## config.mk

```make
export PLATFORM = sky130hd
export DESIGN_NAME = mlfq_three_level_scheduler_top
export DESIGN_NICKNAME = d
export VERILOG_FILES = /design/src/rtl/core/mlfq_pkg.sv /design/src/rtl/core/mlfq_front.sv /design/src/rtl/core/mlfq_item_fifo.sv /design/src/rtl/core/mlfq_rem_unit.sv /design/src/rtl/core/mlfq_back.sv /design/src/rtl/core/mlfq_three_level_scheduler_top.sv
export SDC_FILE = /design/constraint.sdc
export NUM_CORES = 2
export LEC_CHECK = 0
export BUFFER_PORTS_ARGS = -buffer_cell sky130_fd_sc_hd__buf_4
export CORE_MARGIN = 3
export CORE_UTILIZATION = 60
export DETAILED_ROUTE_END_ITERATION = 10
export GPL_TIMING_DRIVEN = 0
export PLACE_DENSITY_LB_ADDON = 0.05
export SYNTH_ARGS = -nofsm -noshare
export SYNTH_HDL_FRONTEND = slang
export SYNTH_SLANG_ARGS = --single-unit
```

## constraint.sdc

```tcl
create_clock -name clock -period 7.8 [get_ports clock]
set_clock_uncertainty 0.2 [all_clocks]
set_input_delay 0.39 -clock clock [delete_from_list [all_inputs] [get_ports clock]]
set_output_delay 0.39 -clock clock [all_outputs]
set_load 0.01 [all_outputs]
```

## src/rtl/core/mlfq_pkg.sv

```systemverilog
// Shared types, codes and reset constants for the three-level scheduler.
// No dependencies.
package mlfq_pkg;

   localparam int TASK_COUNT_DEF = 16;
   localparam int LEVELS         = 3;
   localparam int ITEM_Q_DEPTH   = 2;

   localparam logic [7:0]  QUANTUM_ONE_RST    = 8'd2;
   localparam logic [7:0]  QUANTUM_TWO_RST    = 8'd4;
   localparam logic [7:0]  QUANTUM_THREE_RST  = 8'd8;
   localparam int          BOOST_PERIOD_RST   = 25;
   localparam logic [7:0]  BOOST_CAP_RST      = 8'd2;
   localparam logic [15:0] PHASE_RST          = 16'(1 % BOOST_PERIOD_RST);
   localparam logic [23:0] MASK24             = 24'hFFFFFF;

   localparam logic [2:0] CSR_QUANTUM_ONE    = 3'd0;
   localparam logic [2:0] CSR_QUANTUM_TWO    = 3'd1;
   localparam logic [2:0] CSR_QUANTUM_THREE  = 3'd2;
   localparam logic [2:0] CSR_BOOST_PERIOD   = 3'd3;
   localparam logic [2:0] CSR_BOOST_CAP      = 3'd4;

   typedef enum logic [1:0] {
      KIND_CREATE = 2'd0,
      KIND_BURST  = 2'd1,
      KIND_EXIT   = 2'd2,
      KIND_TICK   = 2'd3
   } kind_type;

   typedef enum logic [2:0] {
      RPT_CREATED = 3'd0,
      RPT_QUEUED  = 3'd1,
      RPT_EXIT    = 3'd2,
      RPT_RAN     = 3'd3,
      RPT_IDLE    = 3'd4
   } report_type;

   typedef enum logic [4:0] {
      B_IDLE,
      B_EV_EXEC,
      B_BST_RUN_RD,
      B_BST_RUN_WR,
      B_BST_POP,
      B_BST_FRD,
      B_BST_REC,
      B_BST_CAP,
      B_SCH_RD,
      B_SCH_DEC,
      B_SF_POP,
      B_SF_FRD,
      B_SF_REC,
      B_WAIT_SCAN,
      B_WAIT_WR,
      B_RUN_RD,
      B_RUN_EXEC
   } back_state_type;

   typedef struct packed {
      kind_type    kind;
      logic [4:0]  num;
      logic [15:0] blen;
   } item_type;

   typedef struct packed {
      logic [7:0]  quantum_one;
      logic [7:0]  quantum_two;
      logic [7:0]  quantum_three;
      logic [15:0] boost_period;
      logic [7:0]  boost_cap;
   } cfg_type;

   typedef struct packed {
      logic [1:0]  level;
      logic [15:0] burst;
      logic [15:0] remaining;
      logic [23:0] exec_total;
      logic [23:0] wait_total;
   } rec_type;

   typedef struct packed {
      logic        valid;
      report_type  report;
      logic [4:0]  task_out;
      logic [15:0] requested;
      logic [15:0] used;
      logic [1:0]  level;
      logic        boosted;
      logic [23:0] wait_total;
      logic [23:0] turnaround;
   } rsp_type;

   typedef struct packed {
      logic        done;
      logic [15:0] remainder;
   } div_rsp_type;

endpackage

```

## src/rtl/core/mlfq_front.sv

```systemverilog
// Front end: accepts transactions and drops event items with bad task numbers.
// Depends on mlfq_pkg.
module mlfq_front #(
   parameter int TASK_COUNT = mlfq_pkg::TASK_COUNT_DEF
) (
   input  logic               start,
   input  logic [1:0]         kind,
   input  logic [4:0]         task_number,
   input  logic [15:0]        burst_length,
   input  logic               q_full,
   input  logic               div_busy,
   output logic               busy,
   output logic               push,
   output mlfq_pkg::item_type item
);

   logic num_ok;

   assign busy   = q_full | div_busy;
   assign num_ok = (task_number != 5'd0) && (32'(task_number) <= 32'(TASK_COUNT));

   always_comb begin
      item.kind = mlfq_pkg::kind_type'(kind);
      item.num  = task_number;
      item.blen = burst_length;
      push      = start && !busy && ((item.kind == mlfq_pkg::KIND_TICK) || num_ok);
   end

endmodule

```

## src/rtl/core/mlfq_item_fifo.sv

```systemverilog
// Short item queue between the front end and the scheduler engine.
// Depends on mlfq_pkg.
module mlfq_item_fifo (
   input  logic               clock,
   input  logic               reset,
   input  logic               push,
   input  mlfq_pkg::item_type push_item,
   input  logic               pop,
   output logic               valid,
   output logic               full,
   output mlfq_pkg::item_type head_item
);

   localparam int DEPTH = mlfq_pkg::ITEM_Q_DEPTH;
   localparam int PW    = $clog2(DEPTH);
   localparam int CW    = $clog2(DEPTH + 1);

   mlfq_pkg::item_type slot_ff [DEPTH];
   logic [PW-1:0] wr_ptr_ff, wr_ptr_in, rd_ptr_ff, rd_ptr_in;
   logic [CW-1:0] count_ff, count_in;
   logic          do_push, do_pop;

   assign valid     = (count_ff != '0);
   assign full      = (count_ff == CW'(DEPTH));
   assign head_item = slot_ff[rd_ptr_ff];
   assign do_push   = push && !full;
   assign do_pop    = pop && valid;

   always_comb begin
      wr_ptr_in = wr_ptr_ff;
      rd_ptr_in = rd_ptr_ff;
      count_in  = count_ff;
      if (do_push) begin
         wr_ptr_in = (wr_ptr_ff == PW'(DEPTH - 1)) ? '0 : wr_ptr_ff + 1'b1;
      end
      if (do_pop) begin
         rd_ptr_in = (rd_ptr_ff == PW'(DEPTH - 1)) ? '0 : rd_ptr_ff + 1'b1;
      end
      if (do_push && !do_pop) begin
         count_in = count_ff + 1'b1;
      end else if (do_pop && !do_push) begin
         count_in = count_ff - 1'b1;
      end
   end

   always_ff @(posedge clock) begin
      if (reset) begin
         wr_ptr_ff <= '0;
         rd_ptr_ff <= '0;
         count_ff  <= '0;
      end else begin
         wr_ptr_ff <= wr_ptr_in;
         rd_ptr_ff <= rd_ptr_in;
         count_ff  <= count_in;
      end
   end

   always_ff @(posedge clock) begin
      if (do_push) begin
         slot_ff[wr_ptr_ff] <= push_item;
      end
   end

endmodule

```

## src/rtl/core/mlfq_rem_unit.sv

```systemverilog
// Restoring remainder unit, one quotient bit per cycle.
// Used to realign the boost phase when the boost interval is written.
module mlfq_rem_unit (
   input  logic                  clock,
   input  logic                  reset,
   input  logic                  start,
   input  logic [31:0]           dividend,
   input  logic [15:0]           divisor,
   output logic                  busy,
   output mlfq_pkg::div_rsp_type rsp
);

   logic [31:0] dvd_ff, dvd_in;
   logic [15:0] rem_ff, rem_in, dsr_ff, dsr_in;
   logic [4:0]  cnt_ff, cnt_in;
   logic        busy_ff, busy_in, done_ff, done_in;
   logic [16:0] trial;

   assign busy          = busy_ff;
   assign rsp.done      = done_ff;
   assign rsp.remainder = rem_ff;

   always_comb begin
      trial   = {rem_ff, dvd_ff[31]};
      dvd_in  = dvd_ff;
      rem_in  = rem_ff;
      dsr_in  = dsr_ff;
      cnt_in  = cnt_ff;
      busy_in = busy_ff;
      done_in = 1'b0;
      if (start) begin
         dvd_in  = dividend;
         dsr_in  = divisor;
         rem_in  = '0;
         cnt_in  = '1;
         busy_in = 1'b1;
      end else if (busy_ff) begin
         dvd_in = {dvd_ff[30:0], 1'b0};
         rem_in = (trial >= {1'b0, dsr_ff}) ? 16'(trial - {1'b0, dsr_ff}) : trial[15:0];
         cnt_in = cnt_ff - 1'b1;
         if (cnt_ff == '0) begin
            busy_in = 1'b0;
            done_in = 1'b1;
         end
      end
   end

   always_ff @(posedge clock) begin
      if (reset) begin
         busy_ff <= 1'b0;
         done_ff <= 1'b0;
      end else begin
         busy_ff <= busy_in;
         done_ff <= done_in;
      end
      dvd_ff <= dvd_in;
      rem_ff <= rem_in;
      dsr_ff <= dsr_in;
      cnt_ff <= cnt_in;
   end

endmodule

```

## src/rtl/core/mlfq_back.sv

```systemverilog
// Scheduler engine: per-task record memory, level FIFOs and the tick sequencer.
// Depends on mlfq_pkg.
module mlfq_back #(
   parameter int TASK_COUNT = mlfq_pkg::TASK_COUNT_DEF
) (
   input  logic                  clock,
   input  logic                  reset,
   input  mlfq_pkg::cfg_type     cfg,
   input  logic                  q_valid,
   input  mlfq_pkg::item_type    q_item,
   output logic                  q_pop,
   input  mlfq_pkg::div_rsp_type div_rsp,
   output logic [31:0]           tick_count,
   output mlfq_pkg::rsp_type     rsp
);

   localparam int IW  = $clog2(TASK_COUNT);
   localparam int CW  = $clog2(TASK_COUNT + 1);
   localparam int FD  = mlfq_pkg::LEVELS * TASK_COUNT;
   localparam int FAW = $clog2(FD);
   localparam logic [CW-1:0] FULL = CW'(TASK_COUNT);
   localparam logic [IW-1:0] LAST = IW'(TASK_COUNT - 1);

   mlfq_pkg::back_state_type state_ff, state_in;
   mlfq_pkg::item_type       item_ff, item_in;
   mlfq_pkg::rsp_type        rsp_ff, rsp_in;
   mlfq_pkg::rec_type        rec_mem [TASK_COUNT];
   mlfq_pkg::rec_type        rec_rd_ff, rec_wr_data;
   logic [IW-1:0]            fifo_mem [FD];
   logic [IW-1:0]            fifo_rd_ff, fifo_wr_data;

   logic [TASK_COUNT-1:0] rec_vld_ff, rec_vld_in, queued_ff, queued_in;
   logic [IW-1:0] head_ff [mlfq_pkg::LEVELS];
   logic [IW-1:0] head_in [mlfq_pkg::LEVELS];
   logic [CW-1:0] count_ff [mlfq_pkg::LEVELS];
   logic [CW-1:0] count_in [mlfq_pkg::LEVELS];

   logic          boosted_ff, boosted_in, run_vld_ff, run_vld_in;
   logic [IW-1:0] run_idx_ff, run_idx_in, tmp_ff, tmp_in, scan_ff, scan_in;
   logic [1:0]    blvl_ff, blvl_in, sf_lvl_ff, sf_lvl_in;
   logic [7:0]    quant_ff, quant_in;
   logic [31:0]   tick_ff, tick_in;
   logic [15:0]   phase_ff, phase_in;

   logic           rec_rd_en, rec_wr_en, fifo_rd_en, fifo_wr_en;
   logic [IW-1:0]  rec_rd_addr, rec_wr_addr;
   logic [FAW-1:0] fifo_rd_addr, fifo_wr_addr;
   logic           push_en, pop_en;
   logic [1:0]     push_lvl, pop_lvl;
   logic [IW-1:0]  push_task;

   assign rsp        = rsp_ff;
   assign tick_count = tick_ff;

   function automatic logic [FAW-1:0] faddr(input logic [1:0] l, input logic [IW-1:0] p);
      return FAW'(l) * FAW'(TASK_COUNT) + FAW'(p);
   endfunction

   function automatic logic [1:0] lvl_index(input logic [1:0] l);
      logic [1:0] r;
      if (l == 2'd0) begin
         r = 2'd0;
      end else if (32'(l) > mlfq_pkg::LEVELS) begin
         r = 2'(mlfq_pkg::LEVELS - 1);
      end else begin
         r = l - 2'd1;
      end
      return r;
   endfunction

   function automatic logic [7:0] quantum_for(input mlfq_pkg::cfg_type c, input logic [1:0] l);
      logic [7:0] q;
      if (l <= 2'd1) begin
         q = c.quantum_one;
      end else if (l == 2'd2) begin
         q = c.quantum_two;
      end else begin
         q = c.quantum_three;
      end
      return q;
   endfunction

   function automatic logic [23:0] sat_inc(input logic [23:0] v);
      return (v == mlfq_pkg::MASK24) ? v : v + 24'd1;
   endfunction

   function automatic logic [IW-1:0] task_idx(input logic [4:0] num);
      return IW'(num - 5'd1);
   endfunction

   always_comb begin
      mlfq_pkg::rec_type wr;
      logic [1:0]        top, nl, nt;
      logic [15:0]       rem_new;
      logic [24:0]       tat;
      logic [IW-1:0]     t;
      logic [IW:0]       tsum;
      logic              boost, cond;

      state_in   = state_ff;
      item_in    = item_ff;
      boosted_in = boosted_ff;
      run_vld_in = run_vld_ff;
      run_idx_in = run_idx_ff;
      tmp_in     = tmp_ff;
      scan_in    = scan_ff;
      blvl_in    = blvl_ff;
      sf_lvl_in  = sf_lvl_ff;
      quant_in   = quant_ff;
      tick_in    = tick_ff;
      phase_in   = phase_ff;
      head_in    = head_ff;
      count_in   = count_ff;
      queued_in  = queued_ff;
      rec_vld_in = rec_vld_ff;
      rsp_in     = '0;
      q_pop      = 1'b0;
      rec_rd_en  = 1'b0;
      rec_rd_addr = run_idx_ff;
      rec_wr_en  = 1'b0;
      rec_wr_addr = run_idx_ff;
      rec_wr_data = rec_rd_ff;
      fifo_rd_en = 1'b0;
      fifo_rd_addr = faddr(sf_lvl_ff, head_ff[sf_lvl_ff]);
      fifo_wr_en = 1'b0;
      fifo_wr_addr = '0;
      fifo_wr_data = '0;
      push_en    = 1'b0;
      push_lvl   = 2'd0;
      push_task  = run_idx_ff;
      pop_en     = 1'b0;
      pop_lvl    = sf_lvl_ff;
      wr         = rec_rd_ff;
      nl         = 2'd0;
      nt         = 2'd0;
      rem_new    = 16'd0;
      tat        = '0;
      cond       = 1'b0;
      t          = task_idx(item_ff.num);
      tsum       = '0;
      boost      = (cfg.boost_period != 16'd0) && (phase_ff == 16'd0);

      if (count_ff[0] != '0) begin
         top = 2'd1;
      end else if (count_ff[1] != '0) begin
         top = 2'd2;
      end else if (count_ff[2] != '0) begin
         top = 2'd3;
      end else begin
         top = 2'd0;
      end

      unique case (state_ff)
         mlfq_pkg::B_IDLE: begin
            if (q_valid) begin
               q_pop   = 1'b1;
               item_in = q_item;
               if (q_item.kind == mlfq_pkg::KIND_TICK) begin
                  boosted_in = boost;
                  blvl_in    = 2'd2;
                  if (boost) begin
                     state_in = run_vld_ff ? mlfq_pkg::B_BST_RUN_RD : mlfq_pkg::B_BST_POP;
                  end else begin
                     state_in = mlfq_pkg::B_SCH_RD;
                  end
               end else begin
                  rec_rd_en   = 1'b1;
                  rec_rd_addr = task_idx(q_item.num);
                  state_in    = mlfq_pkg::B_EV_EXEC;
               end
            end
         end
         mlfq_pkg::B_EV_EXEC: begin
            rsp_in.valid    = 1'b1;
            rsp_in.task_out = item_ff.num;
            unique case (item_ff.kind)
               mlfq_pkg::KIND_BURST: begin
                  rsp_in.report = mlfq_pkg::RPT_QUEUED;
                  wr.burst      = item_ff.blen;
                  wr.remaining  = item_ff.blen;
                  cond = !(run_vld_ff && (run_idx_ff == t)) && !queued_ff[t] &&
                         (item_ff.blen != 16'd0);
                  if (cond) begin
                     if (wr.level == 2'd0) begin
                        wr.level = 2'd1;
                     end
                     push_en   = 1'b1;
                     push_lvl  = lvl_index(wr.level);
                     push_task = t;
                  end
                  rec_wr_en   = 1'b1;
                  rec_wr_addr = t;
                  rec_wr_data = wr;
               end
               mlfq_pkg::KIND_EXIT: begin
                  tat = {1'b0, rec_rd_ff.exec_total} + {1'b0, rec_rd_ff.wait_total};
                  rsp_in.report     = mlfq_pkg::RPT_EXIT;
                  rsp_in.wait_total = rec_rd_ff.wait_total;
                  rsp_in.turnaround = tat[24] ? mlfq_pkg::MASK24 : tat[23:0];
               end
               default: begin
                  rsp_in.report = mlfq_pkg::RPT_CREATED;
               end
            endcase
            state_in = mlfq_pkg::B_IDLE;
         end
         mlfq_pkg::B_BST_RUN_RD: begin
            rec_rd_en   = 1'b1;
            rec_rd_addr = run_idx_ff;
            state_in    = mlfq_pkg::B_BST_RUN_WR;
         end
         mlfq_pkg::B_BST_RUN_WR: begin
            wr.level    = 2'd1;
            rec_wr_en   = 1'b1;
            rec_wr_addr = run_idx_ff;
            rec_wr_data = wr;
            state_in    = mlfq_pkg::B_BST_POP;
         end
         mlfq_pkg::B_BST_POP: begin
            if (count_ff[blvl_ff] != '0) begin
               fifo_rd_en   = 1'b1;
               fifo_rd_addr = faddr(blvl_ff, head_ff[blvl_ff]);
               state_in     = mlfq_pkg::B_BST_FRD;
            end else if (blvl_ff == 2'd2) begin
               blvl_in = 2'd1;
            end else begin
               state_in = mlfq_pkg::B_BST_CAP;
            end
         end
         mlfq_pkg::B_BST_FRD: begin
            pop_en      = 1'b1;
            pop_lvl     = blvl_ff;
            tmp_in      = fifo_rd_ff;
            rec_rd_en   = 1'b1;
            rec_rd_addr = fifo_rd_ff;
            state_in    = mlfq_pkg::B_BST_REC;
         end
         mlfq_pkg::B_BST_REC: begin
            wr.level    = 2'd1;
            rec_wr_en   = 1'b1;
            rec_wr_addr = tmp_ff;
            rec_wr_data = wr;
            push_en     = 1'b1;
            push_lvl    = 2'd0;
            push_task   = tmp_ff;
            state_in    = mlfq_pkg::B_BST_POP;
         end
         mlfq_pkg::B_BST_CAP: begin
            if (quant_ff > cfg.boost_cap) begin
               quant_in = cfg.boost_cap;
            end
            state_in = mlfq_pkg::B_SCH_RD;
         end
         mlfq_pkg::B_SCH_RD: begin
            if (run_vld_ff) begin
               rec_rd_en   = 1'b1;
               rec_rd_addr = run_idx_ff;
               state_in    = mlfq_pkg::B_SCH_DEC;
            end else if (top != 2'd0) begin
               sf_lvl_in = top - 2'd1;
               state_in  = mlfq_pkg::B_SF_POP;
            end else begin
               scan_in  = '0;
               state_in = mlfq_pkg::B_WAIT_SCAN;
            end
         end
         mlfq_pkg::B_SCH_DEC: begin
            scan_in  = '0;
            state_in = mlfq_pkg::B_WAIT_SCAN;
            if (rec_rd_ff.remaining != 16'd0) begin
               if (quant_ff != 8'd0) begin
                  if ((top != 2'd0) && (top < rec_rd_ff.level)) begin
                     push_en   = 1'b1;
                     push_lvl  = lvl_index(rec_rd_ff.level);
                     sf_lvl_in = top - 2'd1;
                     state_in  = mlfq_pkg::B_SF_POP;
                  end
               end else begin
                  nl = (rec_rd_ff.level < 2'd3) ? rec_rd_ff.level + 2'd1 : rec_rd_ff.level;
                  wr.level    = nl;
                  rec_wr_en   = 1'b1;
                  rec_wr_addr = run_idx_ff;
                  rec_wr_data = wr;
                  push_en     = 1'b1;
                  push_lvl    = lvl_index(nl);
                  nt = ((top != 2'd0) && (top < nl)) ? top : nl;
                  sf_lvl_in   = lvl_index(nt);
                  state_in    = mlfq_pkg::B_SF_POP;
               end
            end else if (top != 2'd0) begin
               sf_lvl_in = top - 2'd1;
               state_in  = mlfq_pkg::B_SF_POP;
            end else begin
               run_vld_in = 1'b0;
            end
         end
         mlfq_pkg::B_SF_POP: begin
            fifo_rd_en   = 1'b1;
            fifo_rd_addr = faddr(sf_lvl_ff, head_ff[sf_lvl_ff]);
            state_in     = mlfq_pkg::B_SF_FRD;
         end
         mlfq_pkg::B_SF_FRD: begin
            pop_en      = 1'b1;
            pop_lvl     = sf_lvl_ff;
            run_vld_in  = 1'b1;
            run_idx_in  = fifo_rd_ff;
            rec_rd_en   = 1'b1;
            rec_rd_addr = fifo_rd_ff;
            state_in    = mlfq_pkg::B_SF_REC;
         end
         mlfq_pkg::B_SF_REC: begin
            quant_in = quantum_for(cfg, rec_rd_ff.level);
            scan_in  = '0;
            state_in = mlfq_pkg::B_WAIT_SCAN;
         end
         mlfq_pkg::B_WAIT_SCAN: begin
            if (queued_ff[scan_ff]) begin
               rec_rd_en   = 1'b1;
               rec_rd_addr = scan_ff;
               state_in    = mlfq_pkg::B_WAIT_WR;
            end else if (scan_ff == LAST) begin
               state_in = mlfq_pkg::B_RUN_RD;
            end else begin
               scan_in = scan_ff + 1'b1;
            end
         end
         mlfq_pkg::B_WAIT_WR: begin
            wr.wait_total = sat_inc(rec_rd_ff.wait_total);
            rec_wr_en     = 1'b1;
            rec_wr_addr   = scan_ff;
            rec_wr_data   = wr;
            if (scan_ff == LAST) begin
               state_in = mlfq_pkg::B_RUN_RD;
            end else begin
               scan_in  = scan_ff + 1'b1;
               state_in = mlfq_pkg::B_WAIT_SCAN;
            end
         end
         mlfq_pkg::B_RUN_RD: begin
            if (run_vld_ff) begin
               rec_rd_en   = 1'b1;
               rec_rd_addr = run_idx_ff;
               state_in    = mlfq_pkg::B_RUN_EXEC;
            end else begin
               rsp_in.valid   = 1'b1;
               rsp_in.report  = mlfq_pkg::RPT_IDLE;
               rsp_in.boosted = boosted_ff;
               state_in       = mlfq_pkg::B_IDLE;
            end
         end
         mlfq_pkg::B_RUN_EXEC: begin
            rem_new = (rec_rd_ff.remaining != 16'd0) ? rec_rd_ff.remaining - 16'd1 : 16'd0;
            wr.exec_total = sat_inc(rec_rd_ff.exec_total);
            wr.remaining  = rem_new;
            rec_wr_en     = 1'b1;
            rec_wr_addr   = run_idx_ff;
            rec_wr_data   = wr;
            if (quant_ff != 8'd0) begin
               quant_in = quant_ff - 8'd1;
            end
            rsp_in.valid     = 1'b1;
            rsp_in.report    = mlfq_pkg::RPT_RAN;
            rsp_in.task_out  = 5'({1'b0, run_idx_ff} + 1'b1);
            rsp_in.requested = rec_rd_ff.burst;
            rsp_in.used      = rec_rd_ff.burst - rem_new;
            rsp_in.level     = rec_rd_ff.level;
            rsp_in.boosted   = boosted_ff;
            if (rem_new == 16'd0) begin
               run_vld_in = 1'b0;
            end
            state_in = mlfq_pkg::B_IDLE;
         end
         default: begin
            state_in = mlfq_pkg::B_IDLE;
         end
      endcase

      // tick bookkeeping once the tick result goes out
      if (rsp_in.valid && (item_ff.kind == mlfq_pkg::KIND_TICK) &&
          (state_ff != mlfq_pkg::B_EV_EXEC)) begin
         if (tick_ff != '1) begin
            tick_in  = tick_ff + 32'd1;
            phase_in = ({1'b0, phase_ff} + 17'd1 >= {1'b0, cfg.boost_period}) ?
                       16'd0 : phase_ff + 16'd1;
         end
      end
      if (div_rsp.done) begin
         phase_in = div_rsp.remainder;
      end

      if (pop_en) begin
         head_in[pop_lvl]      = (head_ff[pop_lvl] == LAST) ? '0 : head_ff[pop_lvl] + 1'b1;
         count_in[pop_lvl]     = count_ff[pop_lvl] - 1'b1;
         queued_in[fifo_rd_ff] = 1'b0;
      end
      if (push_en && (count_ff[push_lvl] < FULL)) begin
         tsum = {1'b0, head_ff[push_lvl]} + (IW + 1)'(count_ff[push_lvl]);
         if (tsum >= (IW + 1)'(TASK_COUNT)) begin
            tsum = tsum - (IW + 1)'(TASK_COUNT);
         end
         fifo_wr_en           = 1'b1;
         fifo_wr_addr         = faddr(push_lvl, IW'(tsum));
         fifo_wr_data         = push_task;
         count_in[push_lvl]   = count_ff[push_lvl] + 1'b1;
         queued_in[push_task] = 1'b1;
      end
      if (rec_wr_en) begin
         rec_vld_in[rec_wr_addr] = 1'b1;
      end
   end

   always_ff @(posedge clock) begin
      if (reset) begin
         state_ff   <= mlfq_pkg::B_IDLE;
         run_vld_ff <= 1'b0;
         run_idx_ff <= '0;
         quant_ff   <= 8'd0;
         tick_ff    <= 32'd1;
         phase_ff   <= mlfq_pkg::PHASE_RST;
         queued_ff  <= '0;
         rec_vld_ff <= '0;
         rsp_ff.valid <= 1'b0;
         for (int i = 0; i < mlfq_pkg::LEVELS; i++) begin
            head_ff[i]  <= '0;
            count_ff[i] <= '0;
         end
      end else begin
         state_ff   <= state_in;
         run_vld_ff <= run_vld_in;
         run_idx_ff <= run_idx_in;
         quant_ff   <= quant_in;
         tick_ff    <= tick_in;
         phase_ff   <= phase_in;
         queued_ff  <= queued_in;
         rec_vld_ff <= rec_vld_in;
         head_ff    <= head_in;
         count_ff   <= count_in;
         rsp_ff     <= rsp_in;
      end
      item_ff    <= item_in;
      boosted_ff <= boosted_in;
      tmp_ff     <= tmp_in;
      scan_ff    <= scan_in;
      blvl_ff    <= blvl_in;
      sf_lvl_ff  <= sf_lvl_in;
   end

   always_ff @(posedge clock) begin
      if (rec_wr_en) begin
         rec_mem[rec_wr_addr] <= rec_wr_data;
      end
      if (rec_rd_en) begin
         rec_rd_ff <= rec_vld_ff[rec_rd_addr] ? rec_mem[rec_rd_addr] : '0;
      end
   end

   always_ff @(posedge clock) begin
      if (fifo_wr_en) begin
         fifo_mem[fifo_wr_addr] <= fifo_wr_data;
      end
      if (fifo_rd_en) begin
         fifo_rd_ff <= fifo_mem[fifo_rd_addr];
      end
   end

endmodule

```

## src/rtl/core/mlfq_three_level_scheduler_top.sv

```systemverilog
// Three-level feedback queue scheduler with priority boost, top level.
// Depends on mlfq_pkg, mlfq_front, mlfq_item_fifo, mlfq_rem_unit, mlfq_back.
//
// Usage: drive req_kind/req_task_number/req_burst_length with start high;
// the transaction is taken at an edge where busy is low. Each accepted
// transaction gives one result on the rsp_ ports, flagged by rsp_valid for
// exactly one cycle; the receiver cannot stall. Create, burst or exit with
// a task number outside 1..TASK_COUNT is dropped and gives no result.
// A tick may first boost: the running task and every queued task go to the
// top level and the quantum is capped. It then picks the task to run, walks
// the task record memory to add one to the wait count of each queued task,
// and runs the chosen task, if any, for one unit of its burst. Items are
// carried out one at a time; a two-entry item queue lets up to two
// transactions be taken ahead. Writing a nonzero boost period realigns the
// boost phase with a remainder unit; busy stays high meanwhile.
// Reset (synchronous): empties all queues, clears task records through
// per-task valid bits, loads default registers; no clearing pass.
module mlfq_three_level_scheduler_top #(
   parameter int TASK_COUNT = mlfq_pkg::TASK_COUNT_DEF
) (
   input  logic        clock,
   input  logic        reset,
   input  logic        start,
   output logic        busy,
   input  logic [1:0]  req_kind,
   input  logic [4:0]  req_task_number,
   input  logic [15:0] req_burst_length,
   output logic        rsp_valid,
   output logic [2:0]  rsp_report,
   output logic [4:0]  rsp_task_out,
   output logic [15:0] rsp_requested,
   output logic [15:0] rsp_used,
   output logic [1:0]  rsp_level,
   output logic        rsp_boosted,
   output logic [23:0] rsp_wait_total,
   output logic [23:0] rsp_turnaround,
   input  logic        csr_write_enable,
   input  logic [2:0]  csr_index,
   input  logic [15:0] csr_write_data
);

   mlfq_pkg::cfg_type     cfg_ff, cfg_in;
   mlfq_pkg::item_type    f_item, q_item;
   mlfq_pkg::rsp_type     rsp;
   mlfq_pkg::div_rsp_type div_rsp;
   logic        f_push, q_full, q_valid, q_pop, div_busy, div_start;
   logic [31:0] tick_count;

   always_comb begin
      cfg_in = cfg_ff;
      if (csr_write_enable) begin
         unique case (csr_index)
            mlfq_pkg::CSR_QUANTUM_ONE:    cfg_in.quantum_one    = csr_write_data[7:0];
            mlfq_pkg::CSR_QUANTUM_TWO:    cfg_in.quantum_two    = csr_write_data[7:0];
            mlfq_pkg::CSR_QUANTUM_THREE:  cfg_in.quantum_three  = csr_write_data[7:0];
            mlfq_pkg::CSR_BOOST_PERIOD:   cfg_in.boost_period   = csr_write_data;
            mlfq_pkg::CSR_BOOST_CAP:      cfg_in.boost_cap      = csr_write_data[7:0];
            default: ;
         endcase
      end
   end

   assign div_start = csr_write_enable && (csr_index == mlfq_pkg::CSR_BOOST_PERIOD) &&
                      (csr_write_data != 16'd0);

   always_ff @(posedge clock) begin
      if (reset) begin
         cfg_ff.quantum_one    <= mlfq_pkg::QUANTUM_ONE_RST;
         cfg_ff.quantum_two    <= mlfq_pkg::QUANTUM_TWO_RST;
         cfg_ff.quantum_three  <= mlfq_pkg::QUANTUM_THREE_RST;
         cfg_ff.boost_period   <= 16'(mlfq_pkg::BOOST_PERIOD_RST);
         cfg_ff.boost_cap      <= mlfq_pkg::BOOST_CAP_RST;
      end else begin
         cfg_ff <= cfg_in;
      end
   end

   mlfq_front #(.TASK_COUNT(TASK_COUNT)) u_front (
      .start        (start),
      .kind         (req_kind),
      .task_number  (req_task_number),
      .burst_length (req_burst_length),
      .q_full       (q_full),
      .div_busy     (div_busy),
      .busy         (busy),
      .push         (f_push),
      .item         (f_item)
   );

   mlfq_item_fifo u_queue (
      .clock     (clock),
      .reset     (reset),
      .push      (f_push),
      .push_item (f_item),
      .pop       (q_pop),
      .valid     (q_valid),
      .full      (q_full),
      .head_item (q_item)
   );

   mlfq_rem_unit u_rem (
      .clock    (clock),
      .reset    (reset),
      .start    (div_start),
      .dividend (tick_count),
      .divisor  (csr_write_data),
      .busy     (div_busy),
      .rsp      (div_rsp)
   );

   mlfq_back #(.TASK_COUNT(TASK_COUNT)) u_back (
      .clock      (clock),
      .reset      (reset),
      .cfg        (cfg_ff),
      .q_valid    (q_valid),
      .q_item     (q_item),
      .q_pop      (q_pop),
      .div_rsp    (div_rsp),
      .tick_count (tick_count),
      .rsp        (rsp)
   );

   assign rsp_valid      = rsp.valid;
   assign rsp_report     = rsp.report;
   assign rsp_task_out   = rsp.task_out;
   assign rsp_requested  = rsp.requested;
   assign rsp_used       = rsp.used;
   assign rsp_level      = rsp.level;
   assign rsp_boosted    = rsp.boosted;
   assign rsp_wait_total = rsp.wait_total;
   assign rsp_turnaround = rsp.turnaround;

endmodule

```

==> reports/qor.csv <==
stage;metric;value;unit
grt;first-pass GRT wire length;345600;µm
drt;M1 WL;95500;µm
timing;RSZ-0062 raised after global routing;no;
clocking;clk sinks;2013;
synth;Ys Warns;0;
synth;Avg Inst Size Synth;14.40;µm²
clocking;Hold-fix buffers, CTS;46;
synth;prevailing post-synth register cell;edfxtp_1;
critical_path;reg-to-reg slack, setup;1.25;ns
clocking;clock latency on the worst-skew pair;0.83;ns
floorplanning;Die Span X;382.2;µm
critical_path;CP Launch Type;register;
synth;EDFF count, synth;1811;
drt;met2 WL post-DR;114600;µm
critical_path;slowest CP cell;o21ai_1;
clocking;htree depth;4;
synth;commonest cells in the netlist;edfxtp_1 (1811), mux2i_1 (843), nand2_1 (438), nor2_1 (432), a22oi_1 (347);
critical_path;Critical Path, Cell by Cell;buf_2 -> inv_1 -> ha_1 -> clkbuf_1 -> mux4_2 -> mux2i_1 -> mux2i_1 -> nor2_1 -> o21a_1 -> o21ai_1 -> nand2_1 -> o21a_1 -> ha_1 -> a21o_1 -> a21o_1 -> xor3_1 -> nand2_1 -> nor2_1;
layout;Nets;6518;
timing;final setup vio count;0;
drt;DR WL met3;19180;µm
drt;Routed Antenna Nets;0;
synth;Synth Instances;5897;
critical_path;R2R cell count;18;
critical_path;Max stage delay on crit path;0.55;ns
timing;Slew Limit Fails;0;
layout;P&R area growth vs syn;14.43;%
floorplanning;Initial Util;60.62;%
clocking;Bufs on Longest Clock Path;3;
synth;Seq cells post-synth;2013;
drt;1st-iter DRT viols;6335;
min_path;Min-Delay Startpoint;req_burst_length[1];
place;placer congestion estimate;0.9209;
grt;Tot GR Track Use;32.22;%
grt;aggregate global routing overflow;0;
critical_path;worst r2r dst;u_back.fifo_mem[42][2];
synth;top-count cell post-synth;edfxtp_1;
critical_path;WP data arrival;6.80;ns
clocking;post-CTS setup buffers;0;
synth;share of the synthesized area in the top cell type;64.06;%
critical_path;Setup crit end kind;register;
power_and_ir_drop;total power;0.03318;W
layout;post-route core utilization;69.37;%
power_and_ir_drop;Power Density;341.5;mW/mm²
drt;WL final;237400;µm
clocking;Resized Gates After CTS;0;
min_path;WHS Path Cells;2;
grt;vias in the first global route;52017;
clocking;CTS tree;built;
floorplanning;row count;137;
drt;First-pass DRT Iterations;6;
critical_path;Crit Reg-Reg Startpoint;u_back.item_ff[16];
synth;top cell type by total area after synthesis;edfxtp_1;
grt;initial antenna violation count;7;
synth;sequential cell area fraction in the yosys report;68.82;%
place;hpwl dp;160200;µm
floorplanning;Die ar.;0.1460;mm²
drt;total number of vias;53407;
drt;uppermost layer routed;met5;
power_and_ir_drop;Lkg Pwr;31.74;nW
synth;Synth async-reset ratio;0;%
place;Inst Count DP;7994;
synth;ranking of synthesized cells by area;edfxtp_1 (64%), mux2i_1 (9.9%), dfxtp_1 (4.8%);
timing;Final Hold Viols;0;
grt;largest net degree at the start of global routing;61;
min_path;Hold Crit Class;input pin to register;
timing;crit path time final;6.553;ns
floorplanning;DIE HEIGHT;382.2;µm
timing;setup ws final;1.247;ns
clocking;CTS Root Cell;clkbuf_16;
timing;fin crit share;84.01;%
synth;Mapped Area;0.08490;mm²
timing;setup TNS;0;ns
min_path;Endpoint, Worst Hold;u_queue.slot_ff[1][1];
layout;layout cell share with drive strength beyond 1;11.45;%
synth;post-synth net total;6049;
place;Setup Slack @ Placement;1.421;ns
floorplanning;# IOs;139;
drt;average wire per standard cell;28.23;µm
flow_run;Max Cap Viol;0;
critical_path;WP data required;8.05;ns
synth;Netlist cell types;92;
timing;FMAX;152.6;MHz
layout;Final Non-Filler Cells;8411;
floorplanning;core area;0.1400;mm²
drt;DRC viols;0;
critical_path;crit-path max FO;9;
run_status;outcome;completed;
timing;Rel. slew slack;5.687;%
clocking;TritonCTS Buffers;197;
clocking;Reg clk slew, reported paths;0.06;ns
layout;Fillers;9553;
drt;Via density;6.350;
place;Port Buf Inserts;138;
timing;worst-margin pin slew;1.415;ns
power_and_ir_drop;peak supply drop;0.0002273;V
critical_path;Setup CP Type;register to register;
[placed cells by master, fill, tap and decap left out, drive strengths merged, types with 102 or more instances in the layout]
master / count
dfxtp: 202
nand4: 117
nor2: 432
mux2i: 843
a21oi: 186
o21ai: 122
inv: 116
nand2: 438
ha: 102
buf: 337
edfxtp: 1811
clkbuf: 410
a22oi: 347
[layer usage]
metal / up-vias / track usage, %
met5: - / 0
met4: 6 / 10.94
met3: 464 / 4.368
met2: 2602 / 53.04
met1: 26791 / 44.66
li1: 23544 / -
[cells by family after synthesis]
| kind of cell | synth area share [%] |
|---|---|
| flip-flops | 68.82 |
| AND/OR/NAND/NOR | 7.592 |
| multiplexers | 10.97 |
| AO/OA/AOI/OAI | 7.291 |
| buffers and inverters | 1.886 |
| XOR/XNOR | 1.838 |
| adder cells (fa/ha/maj) | 1.598 |
[per-stage QoR]
stage / cell area, µm² / hold WS, ns
after global placement: 88280 / 0.2390
final: 97150 / 0.1235
after CTS: 97090 / 0.07929
after detailed placement: 90120 / 0.2443
after floorplan: 84900 / 0.2244
after global routing: 97140 / 0.1001
[critical path, delay by kind of cell (launching register included)]
family / cells / cell delay [ns]
AND/OR/NAND/NOR: 4 / 1.35
AO/OA/AOI/OAI: 5 / 1.53
adder cells (fa/ha/maj): 2 / 0.63
buffers and inverters: 3 / 0.79
multiplexers: 3 / 0.80
XOR/XNOR: 1 / 0.54
flip-flops: 1 / 0.31
[flip-flops by register name, summed over array words and instances, names as in the netlist, 4 cells and up, named ones only]
signal             flops
u_back.rsp            92
u_back.phase_ff       16
u_back.scan_ff         4
u_back.rec_vld_ff     16
u_rem.dsr_ff          16
u_back.state_ff        5
u_back.tick_count     32
u_back.fifo_mem      192
u_rem.rem_ff          16
u_back.count_ff       15
u_back.fifo_rd_ff      4
u_back.rec_mem      1312
cfg_ff                48
u_back.rec_rd_ff      82
u_rem.dvd_ff          32
u_rem.cnt_ff           5
u_back.head_ff        12
u_back.tmp_ff          4
u_back.queued_ff      16
u_back.item_ff        23
u_queue.slot_ff       46
u_back.run_idx_ff      4
u_back.quant_ff        8
[layout make-up]
class,count,area [µm²],area share [%]
inverters,110,412.9,0.4250
diodes,3,7.507,0.007728
repair buffers,270,3201,3.295
plain buffers,283,1194,1.229
clock buffers,240,5164,5.315
clock inverters,125,1344,1.383
multi-input cells,3491,25050,25.79
flip-flops and latches,2013,58430,60.14
well taps,1876,2347,2.416
[power by group]
group | switching [W] | internal, W
sequential | 0.000689 | 0.0135
clock | 0.00409 | 0.00549
combinational | 0.00631 | 0.00308
[how the worst max path moves through the flow]
stage	startpoint	to	cells after the start	slack, ns
after global placement	u_back.state_ff[2]	u_back.rec_mem[15][15]	9	-4.53
after CTS	u_back.item_ff[16]	u_back.fifo_mem[1][0]	18	1.37
final	u_back.item_ff[16]	u_back.fifo_mem[42][2]	18	1.25
after floorplan	u_back.quant_ff[0]	u_back.rec_mem[11][0]	9	1.50
after detailed placement	u_back.item_ff[16]	u_back.fifo_mem[1][3]	18	1.42
after global routing	u_back.item_ff[16]	u_back.fifo_mem[1][1]	18	1.05
No activity file was read; power rests on OpenSTA's default activity.
